==> src/sv/spr_pkg.sv <==
// ----------------------------------------------------------------------------
// spr_pkg
// Shared types, codes and constants of the servo pose record/playback block.
// ----------------------------------------------------------------------------
package spr_pkg;

    localparam int POSE_SLOTS_DEF = 4;
    localparam int NUM_LANES      = 4;
    localparam int READ_W         = 8;
    localparam int DUTY_W         = 9;
    localparam int POSE_W         = NUM_LANES * READ_W;

    typedef enum logic [1:0] {
        REQ_BUTTON,
        REQ_ANGLE,
        REQ_RECORD,
        REQ_TICK
    } t_req;

    typedef enum logic [1:0] {
        MODE_OFF,
        MODE_MANUAL,
        MODE_PLAYBACK,
        MODE_REMOTE
    } t_mode;

    typedef enum logic [1:0] {
        REP_NONE,
        REP_SLOT,
        REP_COUNT
    } t_report;

    typedef enum logic [1:0] {
        SRC_READING,
        SRC_POSE,
        SRC_ANGLE
    } t_src;

    localparam logic [3:0] BTN_MANUAL     = 4'd1;
    localparam logic [3:0] BTN_PLAY       = 4'd2;
    localparam logic [3:0] BTN_REMOTE     = 4'd3;
    localparam logic [7:0] BTN_VAL_SELECT = 8'd0;
    localparam logic [7:0] BTN_VAL_PLAY   = 8'd1;
    localparam logic [3:0] SERVO_FIRST    = 4'd1;
    localparam logic [3:0] SERVO_LAST     = 4'd4;

    // duty = OFF + r*MUL1/255, then optionally (that)*MUL2/255
    localparam logic [7:0] MAP_MUL1 [NUM_LANES] = '{8'd225, 8'd180, 8'd41, 8'd53};
    localparam logic [7:0] MAP_OFF  [NUM_LANES] = '{8'd75, 8'd120, 8'd214, 8'd74};
    localparam logic [7:0] MAP_MUL2 [NUM_LANES] = '{8'd0, 8'd0, 8'd77, 8'd75};
    localparam logic       MAP_TWO_STEP [NUM_LANES] = '{1'b0, 1'b0, 1'b1, 1'b1};

    // angle clamp ranges and span divisors
    localparam logic [7:0] ANG_LO [NUM_LANES] = '{8'd0, 8'd95, 8'd150, 8'd52};
    localparam logic [7:0] ANG_HI [NUM_LANES] = '{8'd180, 8'd180, 8'd180, 8'd85};
    localparam int         ANG_DIV [NUM_LANES] = '{180, 85, 30, 33};
    localparam logic [15:0] ANG_SCALE = 16'd255;
    localparam int         ANG_SHIFT = 23;
    localparam int         RECIP_W   = 19;
    localparam logic [RECIP_W-1:0] ANG_RECIP [NUM_LANES] = '{
        RECIP_W'((2**ANG_SHIFT + ANG_DIV[0] - 1) / ANG_DIV[0]),
        RECIP_W'((2**ANG_SHIFT + ANG_DIV[1] - 1) / ANG_DIV[1]),
        RECIP_W'((2**ANG_SHIFT + ANG_DIV[2] - 1) / ANG_DIV[2]),
        RECIP_W'((2**ANG_SHIFT + ANG_DIV[3] - 1) / ANG_DIV[3])
    };

    typedef struct packed {
        logic                 load;
        logic                 decode;
        t_src                 src;
        logic [NUM_LANES-1:0] mask;
        logic [1:0]           lane;
        logic                 mode_we;
        t_mode                mode_val;
        logic                 record;
        logic                 play;
        logic                 commit;
        logic                 advance;
        logic                 out_load;
    } t_cmd;

    typedef struct packed {
        t_req       req_type;
        logic [3:0] target;
        logic [7:0] value;
        t_mode      mode;
        logic       count_zero;
    } t_status;

    // floor(x/255), exact for x below 65280
    function automatic logic [7:0] div255(input logic [15:0] x);
        logic [16:0] sum;
        sum = {1'b0, x} + 17'(x[15:8]) + 17'd1;
        return sum[15:8];
    endfunction

endpackage

==> src/sv/servo_pose_record_playback.sv <==
// Sequence: mode, record and ignored items pass through decode and done; items
// that update duties pass through decode, the map pipeline, commit and done.
// The sequencer holds one item at a time.
// Reset: synchronous, active low; mode off, duties, slots and count cleared;
// the pose store is not cleared.
// ----------------------------------------------------------------------------
// servo_pose_record_playback
// Four-servo controller with manual, remote and pose record/playback modes.
// ----------------------------------------------------------------------------
module servo_pose_record_playback #(
    parameter int POSE_SLOTS = spr_pkg::POSE_SLOTS_DEF
) (
    input  logic       i_clk,
    input  logic       i_rst_n,
    input  logic       i_in_valid,
    output logic       o_in_stall,
    input  logic [1:0] i_req_type,
    input  logic [3:0] i_target_number,
    input  logic [7:0] i_command_value,
    input  logic [7:0] i_reading_a,
    input  logic [7:0] i_reading_b,
    input  logic [7:0] i_reading_c,
    input  logic [7:0] i_reading_d,
    output logic       o_out_valid,
    input  logic       i_out_stall,
    output logic [8:0] o_duty_a,
    output logic [8:0] o_duty_b,
    output logic [6:0] o_duty_c,
    output logic [5:0] o_duty_d,
    output logic [3:0] o_duty_changed,
    output logic [1:0] o_current_mode,
    output logic [1:0] o_report_kind,
    output logic [2:0] o_report_value
);
    import spr_pkg::*;

    t_cmd    cmd;
    t_status status;

    spr_ctrl u_ctrl (
        .i_clk       (i_clk),
        .i_rst_n     (i_rst_n),
        .i_in_valid  (i_in_valid),
        .i_out_stall (i_out_stall),
        .i_status    (status),
        .o_cmd       (cmd),
        .o_in_stall  (o_in_stall),
        .o_out_valid (o_out_valid)
    );

    spr_dpath #(
        .POSE_SLOTS (POSE_SLOTS)
    ) u_dpath (
        .i_clk           (i_clk),
        .i_rst_n         (i_rst_n),
        .i_cmd           (cmd),
        .i_req_type      (i_req_type),
        .i_target_number (i_target_number),
        .i_command_value (i_command_value),
        .i_reading_a     (i_reading_a),
        .i_reading_b     (i_reading_b),
        .i_reading_c     (i_reading_c),
        .i_reading_d     (i_reading_d),
        .o_status        (status),
        .o_duty_a        (o_duty_a),
        .o_duty_b        (o_duty_b),
        .o_duty_c        (o_duty_c),
        .o_duty_d        (o_duty_d),
        .o_duty_changed  (o_duty_changed),
        .o_current_mode  (o_current_mode),
        .o_report_kind   (o_report_kind),
        .o_report_value  (o_report_value)
    );

endmodule

==> src/sv/spr_ctrl.sv <==
// ----------------------------------------------------------------------------
// spr_ctrl
// Sequencer: decodes each item and steps the datapath through its work.
// ----------------------------------------------------------------------------
module spr_ctrl (
    input  logic             i_clk,
    input  logic             i_rst_n,
    input  logic             i_in_valid,
    input  logic             i_out_stall,
    input  spr_pkg::t_status i_status,
    output spr_pkg::t_cmd    o_cmd,
    output logic             o_in_stall,
    output logic             o_out_valid
);
    import spr_pkg::*;

    typedef enum logic [2:0] {
        ST_IDLE,
        ST_DECODE,
        ST_MAP,
        ST_COMMIT,
        ST_DONE
    } t_state;

    localparam logic [2:0] MAP_LAST = 3'd4;

    t_state     r_state, n_state;
    logic [2:0] r_cnt, n_cnt;
    logic       r_play, n_play;
    logic       r_out_valid, n_out_valid;
    t_cmd       cmd;

    always_comb begin
        cmd         = '0;
        n_state     = r_state;
        n_cnt       = r_cnt;
        n_play      = r_play;
        unique case (r_state)
            ST_IDLE: begin
                if (i_in_valid) begin
                    cmd.load = 1'b1;
                    n_state  = ST_DECODE;
                end
            end
            ST_DECODE: begin
                cmd.decode = 1'b1;
                n_cnt      = '0;
                n_play     = 1'b0;
                n_state    = ST_DONE;
                unique case (i_status.req_type)
                    REQ_BUTTON: begin
                        if (i_status.target == BTN_MANUAL) begin
                            cmd.mode_we  = 1'b1;
                            cmd.mode_val = MODE_MANUAL;
                        end else if (i_status.target == BTN_REMOTE) begin
                            cmd.mode_we  = 1'b1;
                            cmd.mode_val = MODE_REMOTE;
                        end else if (i_status.target == BTN_PLAY &&
                                     i_status.value == BTN_VAL_SELECT) begin
                            cmd.mode_we  = 1'b1;
                            cmd.mode_val = MODE_PLAYBACK;
                        end else if (i_status.target == BTN_PLAY &&
                                     i_status.value == BTN_VAL_PLAY &&
                                     i_status.mode == MODE_PLAYBACK &&
                                     !i_status.count_zero) begin
                            cmd.play = 1'b1;
                            cmd.src  = SRC_POSE;
                            cmd.mask = '1;
                            n_play   = 1'b1;
                            n_state  = ST_MAP;
                        end
                    end
                    REQ_ANGLE: begin
                        if (i_status.mode == MODE_REMOTE &&
                            i_status.target >= SERVO_FIRST &&
                            i_status.target <= SERVO_LAST) begin
                            cmd.src  = SRC_ANGLE;
                            cmd.lane = i_status.target[1:0] - 2'd1;
                            cmd.mask = NUM_LANES'(1) << cmd.lane;
                            n_state  = ST_MAP;
                        end
                    end
                    REQ_RECORD: begin
                        cmd.record = (i_status.mode != MODE_PLAYBACK);
                    end
                    REQ_TICK: begin
                        if (i_status.mode == MODE_MANUAL) begin
                            cmd.src  = SRC_READING;
                            cmd.mask = '1;
                            n_state  = ST_MAP;
                        end
                    end
                    default: ;
                endcase
            end
            ST_MAP: begin
                if (r_cnt == MAP_LAST) begin
                    n_state = ST_COMMIT;
                end else begin
                    n_cnt = r_cnt + 3'd1;
                end
            end
            ST_COMMIT: begin
                cmd.commit  = 1'b1;
                cmd.advance = r_play;
                n_state     = ST_DONE;
            end
            ST_DONE: begin
                if (!r_out_valid || !i_out_stall) begin
                    cmd.out_load = 1'b1;
                    n_state      = ST_IDLE;
                end
            end
            default: n_state = ST_IDLE;
        endcase

        if (cmd.out_load) begin
            n_out_valid = 1'b1;
        end else if (!i_out_stall) begin
            n_out_valid = 1'b0;
        end else begin
            n_out_valid = r_out_valid;
        end
    end

    always_ff @(posedge i_clk) begin
        if (!i_rst_n) begin
            r_state     <= ST_IDLE;
            r_cnt       <= '0;
            r_play      <= 1'b0;
            r_out_valid <= 1'b0;
        end else begin
            r_state     <= n_state;
            r_cnt       <= n_cnt;
            r_play      <= n_play;
            r_out_valid <= n_out_valid;
        end
    end

    assign o_cmd       = cmd;
    assign o_in_stall  = (r_state != ST_IDLE);
    assign o_out_valid = r_out_valid;

endmodule

==> src/sv/spr_dpath.sv <==
// ----------------------------------------------------------------------------
// spr_dpath
// Datapath: item registers, pose ring, angle conversion and duty mapping.
// ----------------------------------------------------------------------------
module spr_dpath #(
    parameter int POSE_SLOTS = spr_pkg::POSE_SLOTS_DEF
) (
    input  logic             i_clk,
    input  logic             i_rst_n,
    input  spr_pkg::t_cmd    i_cmd,
    input  logic [1:0]       i_req_type,
    input  logic [3:0]       i_target_number,
    input  logic [7:0]       i_command_value,
    input  logic [7:0]       i_reading_a,
    input  logic [7:0]       i_reading_b,
    input  logic [7:0]       i_reading_c,
    input  logic [7:0]       i_reading_d,
    output spr_pkg::t_status o_status,
    output logic [8:0]       o_duty_a,
    output logic [8:0]       o_duty_b,
    output logic [6:0]       o_duty_c,
    output logic [5:0]       o_duty_d,
    output logic [3:0]       o_duty_changed,
    output logic [1:0]       o_current_mode,
    output logic [1:0]       o_report_kind,
    output logic [2:0]       o_report_value
);
    import spr_pkg::*;

    localparam int SLOT_W = $clog2(POSE_SLOTS);
    localparam int CNT_W  = $clog2(POSE_SLOTS + 1);
    localparam int PROD_W = 16 + RECIP_W;

    // item registers
    logic [1:0]           r_req_type;
    logic [3:0]           r_target;
    logic [7:0]           r_value;
    logic [READ_W-1:0]    r_rd [NUM_LANES];
    t_src                 r_src;
    logic [1:0]           r_lane;
    logic [NUM_LANES-1:0] r_changed;
    t_report              r_rkind;
    logic [2:0]           r_rval;

    // architectural state
    t_mode                r_mode;
    logic [DUTY_W-1:0]    r_duty [NUM_LANES];
    logic [SLOT_W-1:0]    r_write_slot;
    logic [SLOT_W-1:0]    r_read_slot;
    logic [CNT_W-1:0]     r_count;
    logic [POSE_W-1:0]    mem [POSE_SLOTS];
    logic [POSE_W-1:0]    r_pose_q;

    // mapping pipeline
    logic [15:0]          r_x;
    logic [READ_W-1:0]    r_ang;
    logic [15:0]          r_p1 [NUM_LANES];
    logic [DUTY_W-1:0]    r_s  [NUM_LANES];
    logic [15:0]          r_p2 [NUM_LANES];

    // output register
    logic [DUTY_W-1:0]    r_out_duty [NUM_LANES];
    logic [NUM_LANES-1:0] r_out_changed;
    t_mode                r_out_mode;
    t_report              r_out_kind;
    logic [2:0]           r_out_val;

    logic [7:0]           clamped;
    logic [7:0]           ang_d;
    logic [PROD_W-1:0]    ang_prod;
    logic [READ_W-1:0]    src [NUM_LANES];
    logic [DUTY_W-1:0]    duty_n [NUM_LANES];
    logic [CNT_W-1:0]     cnt_next;
    logic [CNT_W-1:0]     slot_p1;
    logic [CNT_W+2:0]     cnt_ext;
    logic [CNT_W+2:0]     slot_ext;

    assign o_status.req_type   = t_req'(r_req_type);
    assign o_status.target     = r_target;
    assign o_status.value      = r_value;
    assign o_status.mode       = r_mode;
    assign o_status.count_zero = (r_count == '0);

    always_comb begin
        if (r_value < ANG_LO[r_lane]) begin
            clamped = ANG_LO[r_lane];
        end else if (r_value > ANG_HI[r_lane]) begin
            clamped = ANG_HI[r_lane];
        end else begin
            clamped = r_value;
        end
        ang_d    = clamped - ANG_LO[r_lane];
        ang_prod = PROD_W'(r_x) * PROD_W'(ANG_RECIP[r_lane]);

        for (int k = 0; k < NUM_LANES; k++) begin
            case (r_src)
                SRC_POSE:  src[k] = r_pose_q[k*READ_W +: READ_W];
                SRC_ANGLE: src[k] = r_ang;
                default:   src[k] = r_rd[k];
            endcase
            duty_n[k] = MAP_TWO_STEP[k] ? DUTY_W'(div255(r_p2[k])) : r_s[k];
        end

        cnt_next = (r_count != CNT_W'(POSE_SLOTS)) ? r_count + CNT_W'(1) : r_count;
        slot_p1  = CNT_W'(r_read_slot) + CNT_W'(1);
        cnt_ext  = {3'b000, cnt_next};
        slot_ext = {3'b000, slot_p1};
    end

    // free-running mapping pipeline; the sequencer times the commit
    always_ff @(posedge i_clk) begin
        r_x      <= 16'(ang_d) * ANG_SCALE;
        r_ang    <= ang_prod[ANG_SHIFT +: READ_W];
        r_pose_q <= mem[r_read_slot];
        for (int k = 0; k < NUM_LANES; k++) begin
            r_p1[k] <= 16'(src[k]) * 16'(MAP_MUL1[k]);
            r_s[k]  <= DUTY_W'(MAP_OFF[k]) + DUTY_W'(div255(r_p1[k]));
            r_p2[k] <= 16'(r_s[k][7:0]) * 16'(MAP_MUL2[k]);
        end
    end

    always_ff @(posedge i_clk) begin
        if (i_cmd.load) begin
            r_req_type <= i_req_type;
            r_target   <= i_target_number;
            r_value    <= i_command_value;
            r_rd[0]    <= i_reading_a;
            r_rd[1]    <= i_reading_b;
            r_rd[2]    <= i_reading_c;
            r_rd[3]    <= i_reading_d;
        end
        if (i_cmd.decode) begin
            r_src     <= i_cmd.src;
            r_lane    <= i_cmd.lane;
            r_changed <= i_cmd.mask;
            if (i_cmd.record) begin
                r_rkind <= REP_COUNT;
                r_rval  <= cnt_ext[2:0];
            end else if (i_cmd.play) begin
                r_rkind <= REP_SLOT;
                r_rval  <= slot_ext[2:0];
            end else begin
                r_rkind <= REP_NONE;
                r_rval  <= '0;
            end
        end
        if (i_cmd.record) begin
            mem[r_write_slot] <= {r_rd[3], r_rd[2], r_rd[1], r_rd[0]};
        end
        if (i_cmd.out_load) begin
            r_out_duty    <= r_duty;
            r_out_changed <= r_changed;
            r_out_mode    <= r_mode;
            r_out_kind    <= r_rkind;
            r_out_val     <= r_rval;
        end
    end

    always_ff @(posedge i_clk) begin
        if (!i_rst_n) begin
            r_mode       <= MODE_OFF;
            r_write_slot <= '0;
            r_read_slot  <= '0;
            r_count      <= '0;
            for (int k = 0; k < NUM_LANES; k++) begin
                r_duty[k] <= '0;
            end
        end else begin
            if (i_cmd.mode_we) begin
                r_mode <= i_cmd.mode_val;
            end
            if (i_cmd.record) begin
                r_count <= cnt_next;
                if (r_write_slot == SLOT_W'(POSE_SLOTS - 1)) begin
                    r_write_slot <= '0;
                end else begin
                    r_write_slot <= r_write_slot + SLOT_W'(1);
                end
            end
            if (i_cmd.advance) begin
                if (slot_p1 == r_count) begin
                    r_read_slot <= '0;
                end else begin
                    r_read_slot <= slot_p1[SLOT_W-1:0];
                end
            end
            if (i_cmd.commit) begin
                for (int k = 0; k < NUM_LANES; k++) begin
                    if (r_changed[k]) begin
                        r_duty[k] <= duty_n[k];
                    end
                end
            end
        end
    end

    assign o_duty_a       = r_out_duty[0];
    assign o_duty_b       = r_out_duty[1];
    assign o_duty_c       = r_out_duty[2][6:0];
    assign o_duty_d       = r_out_duty[3][5:0];
    assign o_duty_changed = r_out_changed;
    assign o_current_mode = r_out_mode;
    assign o_report_kind  = r_out_kind;
    assign o_report_value = r_out_val;

endmodule

==> config.mk <==
export PLATFORM = sky130hd
export DESIGN_NAME = servo_pose_record_playback
export DESIGN_NICKNAME = d
export VERILOG_FILES = /design/src/sv/spr_pkg.sv /design/src/sv/servo_pose_record_playback.sv /design/src/sv/spr_ctrl.sv /design/src/sv/spr_dpath.sv
export SDC_FILE = /design/constraint.sdc
export NUM_CORES = 1
export LEC_CHECK = 0
export BUFFER_PORTS_ARGS = -buffer_cell sky130_fd_sc_hd__buf_4
export CAP_MARGIN = 40
export CORE_UTILIZATION = 47
export DETAILED_ROUTE_END_ITERATION = 10
export PLACE_DENSITY = 0.65
export SYNTH_ARGS = -nofsm -noshare
export SYNTH_HDL_FRONTEND = slang
export SYNTH_SLANG_ARGS = --single-unit
==> constraint.sdc <==
create_clock -name i_clk -period 7.6 [get_ports i_clk]
set_clock_uncertainty 0.05 [all_clocks]
set_input_delay 1.52 -clock i_clk [delete_from_list [all_inputs] [get_ports i_clk]]
set_output_delay 1.52 -clock i_clk [all_outputs]
set_load 0.02 [all_outputs]
==> impl_metrics.csv <==
group,metric,value,unit
status,outcome,"finished clean",
sta,slew_viol_final,0,
worst_setup_path,cp_common_cell,"ha_1",
floorplanning,die_w,260,µm
cts,root_buffer,"clkbuf_16",
cts,cts_made_buffers,49,
routing,routed_wl,68.8,mm
cts,cts.sinks,455,
sta,fin_tns_setup,0,ns
floorplanning,coreArea,65700,µm²
cts,clk_pin_slew,0.07,ns
worst_setup_path,critPathLaunchType,"flip-flop",
sta,slew_headroom,38.3,%
synth,syn_avg_cell_area,11.3,µm²
synth,yosysWarningCount,0,
routing,ant_nets,0,
sta,min_period,7.21,ns
global_route,grt_pass1_vias,20800,
finish,nNetsFinal,3640,
placed_design,io_buffers,93,
routing,wl_per_cell,18.1,µm
routing,first_pass_iters,6,
finish,final_common_cell,"inv_1",
global_route,grt_remaining_overflow,0,
worst_setup_path,r2r_start,"u_dpath.r_lane[0]",
placed_design,dpl_cell_area,33000,µm²
finish,drive_above_1_share,9.90,%
routing,drc_errors,0,
worst_setup_path,rrSetupSlack,0.39,ns
worst_setup_path,crit_family,"adder cells",
sta,tightest_slew,0.916,ns
worst_setup_path,cp_max_fo,7,
global_route,grt_pass1_wl,111,mm
global_route,grt_usage,21.1,%
floorplanning,die_h,260,µm
placed_design,hpwl,54.1,mm
placed_design,dpl_worst_slack,-0.0475,ns
hold_path,hold_start,"u_dpath.r_s[2][0]",
cts,cts_hold_buffers,0,
finish,synthToLayoutAreaGrowth,11.6,%
routing,viasPerCell,5.20,
hold_path,holdPathStages,0,
worst_setup_path,path_class,"flip-flop to flip-flop",
worst_setup_path,slowest_stage,"fa_1",
worst_setup_path,crit_required,8.02,ns
global_route,grt_max_degree,49,
cts,cts_tree,"built",
cts,clock_path_buffers,3,
sta,hold_ws,0.369,ns
sta,period_share,94.9,%
finish,layout_common_cells,"475 x inv_1, 415 x ha_1, 278 x fa_1, 229 x edfxtp_1, 225 x dfxtp_1",
flow_run,drv_cap,0,
worst_setup_path,reg2reg_depth,29,
floorplanning,std_cell_rows,94,
cts,clock_latency,0.60,ns
sta,setup_ws,0.389,ns
synth,synth_cell_types,67,
floorplanning,start_util,47.5,%
worst_setup_path,arrival,7.63,ns
worst_setup_path,r2r-end,"u_dpath.r_x[15]",
worst_setup_path,endpoint_kind,"flip-flop",
sta,setup_viol,0,
floorplanning,pin_count,94,
worst_setup_path,crit_buf_inv,5,
sta,hold_viol_final,0,
hold_path,min_to,"u_dpath.r_p2[2][0]",
synth,synth_ff_type,"edfxtp_1",
synth,synth_area,31200,µm²
synth,ys_seq_elements,455,
synth,postSynthCellCount,2755,
hold_path,hold_path.class,"flip-flop to flip-flop",
worst_setup_path,slowest_delay,0.56,ns
floorplanning,die_area,67400,µm²
synth,synthesis.nets,3505,
synth,ys_seq_area_share,36.5,%
cts,htreeDepth,2,
synth,synth_edf_count,229,
global_route,antenna_found_initial,1,
routing,drt_iter0_markers,1259,
routing,vias,19700,
placed_design,gp_congestion,0.934,
finish,fin_area,34800,µm²
synth,async_reset_ff_share,0,%
sta,clock.fmax,139,MHz
==> state kept, by name, summed over array words and instances, names as in the netlist, 4 cells and up <==
register                flops
u_dpath.o_duty_d            6
u_dpath.r_duty             31
u_dpath.r_ang               8
u_dpath.o_duty_a            9
u_dpath.r_value             8
u_dpath.o_duty_b            9
u_dpath.o_duty_changed      4
u_dpath.r_changed           4
u_dpath.r_p2               30
u_dpath.r_s                34
u_dpath.r_x                16
u_dpath.r_rd               32
u_dpath.r_target            4
u_dpath.o_duty_c            7
u_dpath.r_pose_q           32
u_dpath.r_p1               58
u_dpath.mem               128
==> timing repair <==
| item | CTS | global route |
|---|---|---|
| gates resized for setup | 1 | 21 |
| endpoints found under the setup margin | 2 | 5 |
| buffers inserted | 0 | 10 |
| pin swaps | 0 | 8 |
==> per-layer routing <==
metal	up-vias	track usage, %	wire [µm]
met2	487	34.2	31900
met4	0	6.26	1860
li1	9504	-	-
met3	99	3.56	4010
met5	-	0	0
met1	9639	28.9	31000
==> cells in the mapped netlist, types with 9 or more instances <==
cell type / n / area share [%]
a21oi_1: 129 / 2.1
nand2_1: 181 / 2.2
a21o_1: 30 / 0.72
fa_1: 281 / 18
ha_1: 419 / 17
mux4_2: 32 / 2.3
o21a_1: 25 / 0.60
or3_1: 9 / 0.18
nand3_1: 28 / 0.45
o21ai_0: 98 / 1.6
nand4_1: 15 / 0.30
and2_1: 71 / 1.4
nor3_1: 16 / 0.26
or2_2: 10 / 0.20
nor2_1: 79 / 0.95
and3_1: 15 / 0.30
xor2_1: 37 / 1.0
xnor2_1: 96 / 2.7
edfxtp_1: 229 / 22
o211ai_1: 12 / 0.29
nand2b_1: 22 / 0.44
o21bai_1: 11 / 0.26
a21boi_0: 24 / 0.58
nor2b_1: 45 / 0.90
dfxtp_1: 226 / 14
clkbuf_1: 43 / 0.52
inv_1: 477 / 5.7
==> worst reg2reg max path: cells and delay by family (launching register included) <==
family | cells | cell delay [ns]
compound gates | 10 | 1.93
simple gates | 3 | 0.40
xor+xnor | 2 | 0.36
fa+ha+maj | 9 | 3.38
buf+inv | 5 | 0.47
flops | 1 | 0.47
==> how the worst max path moves through the flow <==
stage                                 start               to  slack [ns]  cells past startpoint
after floorplan           u_dpath.r_lane[1]  u_dpath.r_x[14]        0.04                     30
after global placement    u_dpath.r_lane[0]  u_dpath.r_x[14]        0.18                     29
after detailed placement  u_dpath.r_lane[1]  u_dpath.r_x[15]       -0.05                     28
after CTS                 u_dpath.r_lane[1]  u_dpath.r_x[15]        0.04                     28
after global routing      u_dpath.r_lane[0]  u_dpath.r_x[15]       -0.05                     30
final                     u_dpath.r_lane[0]  u_dpath.r_x[15]        0.39                     29
==> area by class of cell <==
cell class,count,area (µm²)
inverters,477,1790
repair buffers,130,975
fillers,5634,30900
clock buffers,65,1410
flip-flops and latches,455,11400
multi-input cells,1777,18000
well taps,864,1080
clock inverters,26,214
diodes,1,2.50
==> through the flow <==
step                      util (%)  instances
after detailed placement      50.2       3692
after global routing          53.0       3795
after floorplan                  -       2755
final                         53.0       3795
after global placement        50.2       3690
after CTS                     52.7       3783
==> cells by family (layout without fill, tap and decap cells) <==
group / Yosys count / in the layout / share of synthesized area, %
and+or+nand+nor: 513 / 513 / 8.18
adders and majority gates: 702 / 702 / 34.9
muxes: 36 / 36 / 2.44
DFF: 455 / 455 / 36.5
buffers and inverters: 523 / 698 / 6.29
xor gates and xnor gates: 133 / 133 / 3.73
other: 0 / 1 / 0
AOI/OAI and AO/OA: 393 / 393 / 7.94
Power is not shown: default switching activity piles up to over one toggle a cycle in this logic, so the estimate is an artifact.
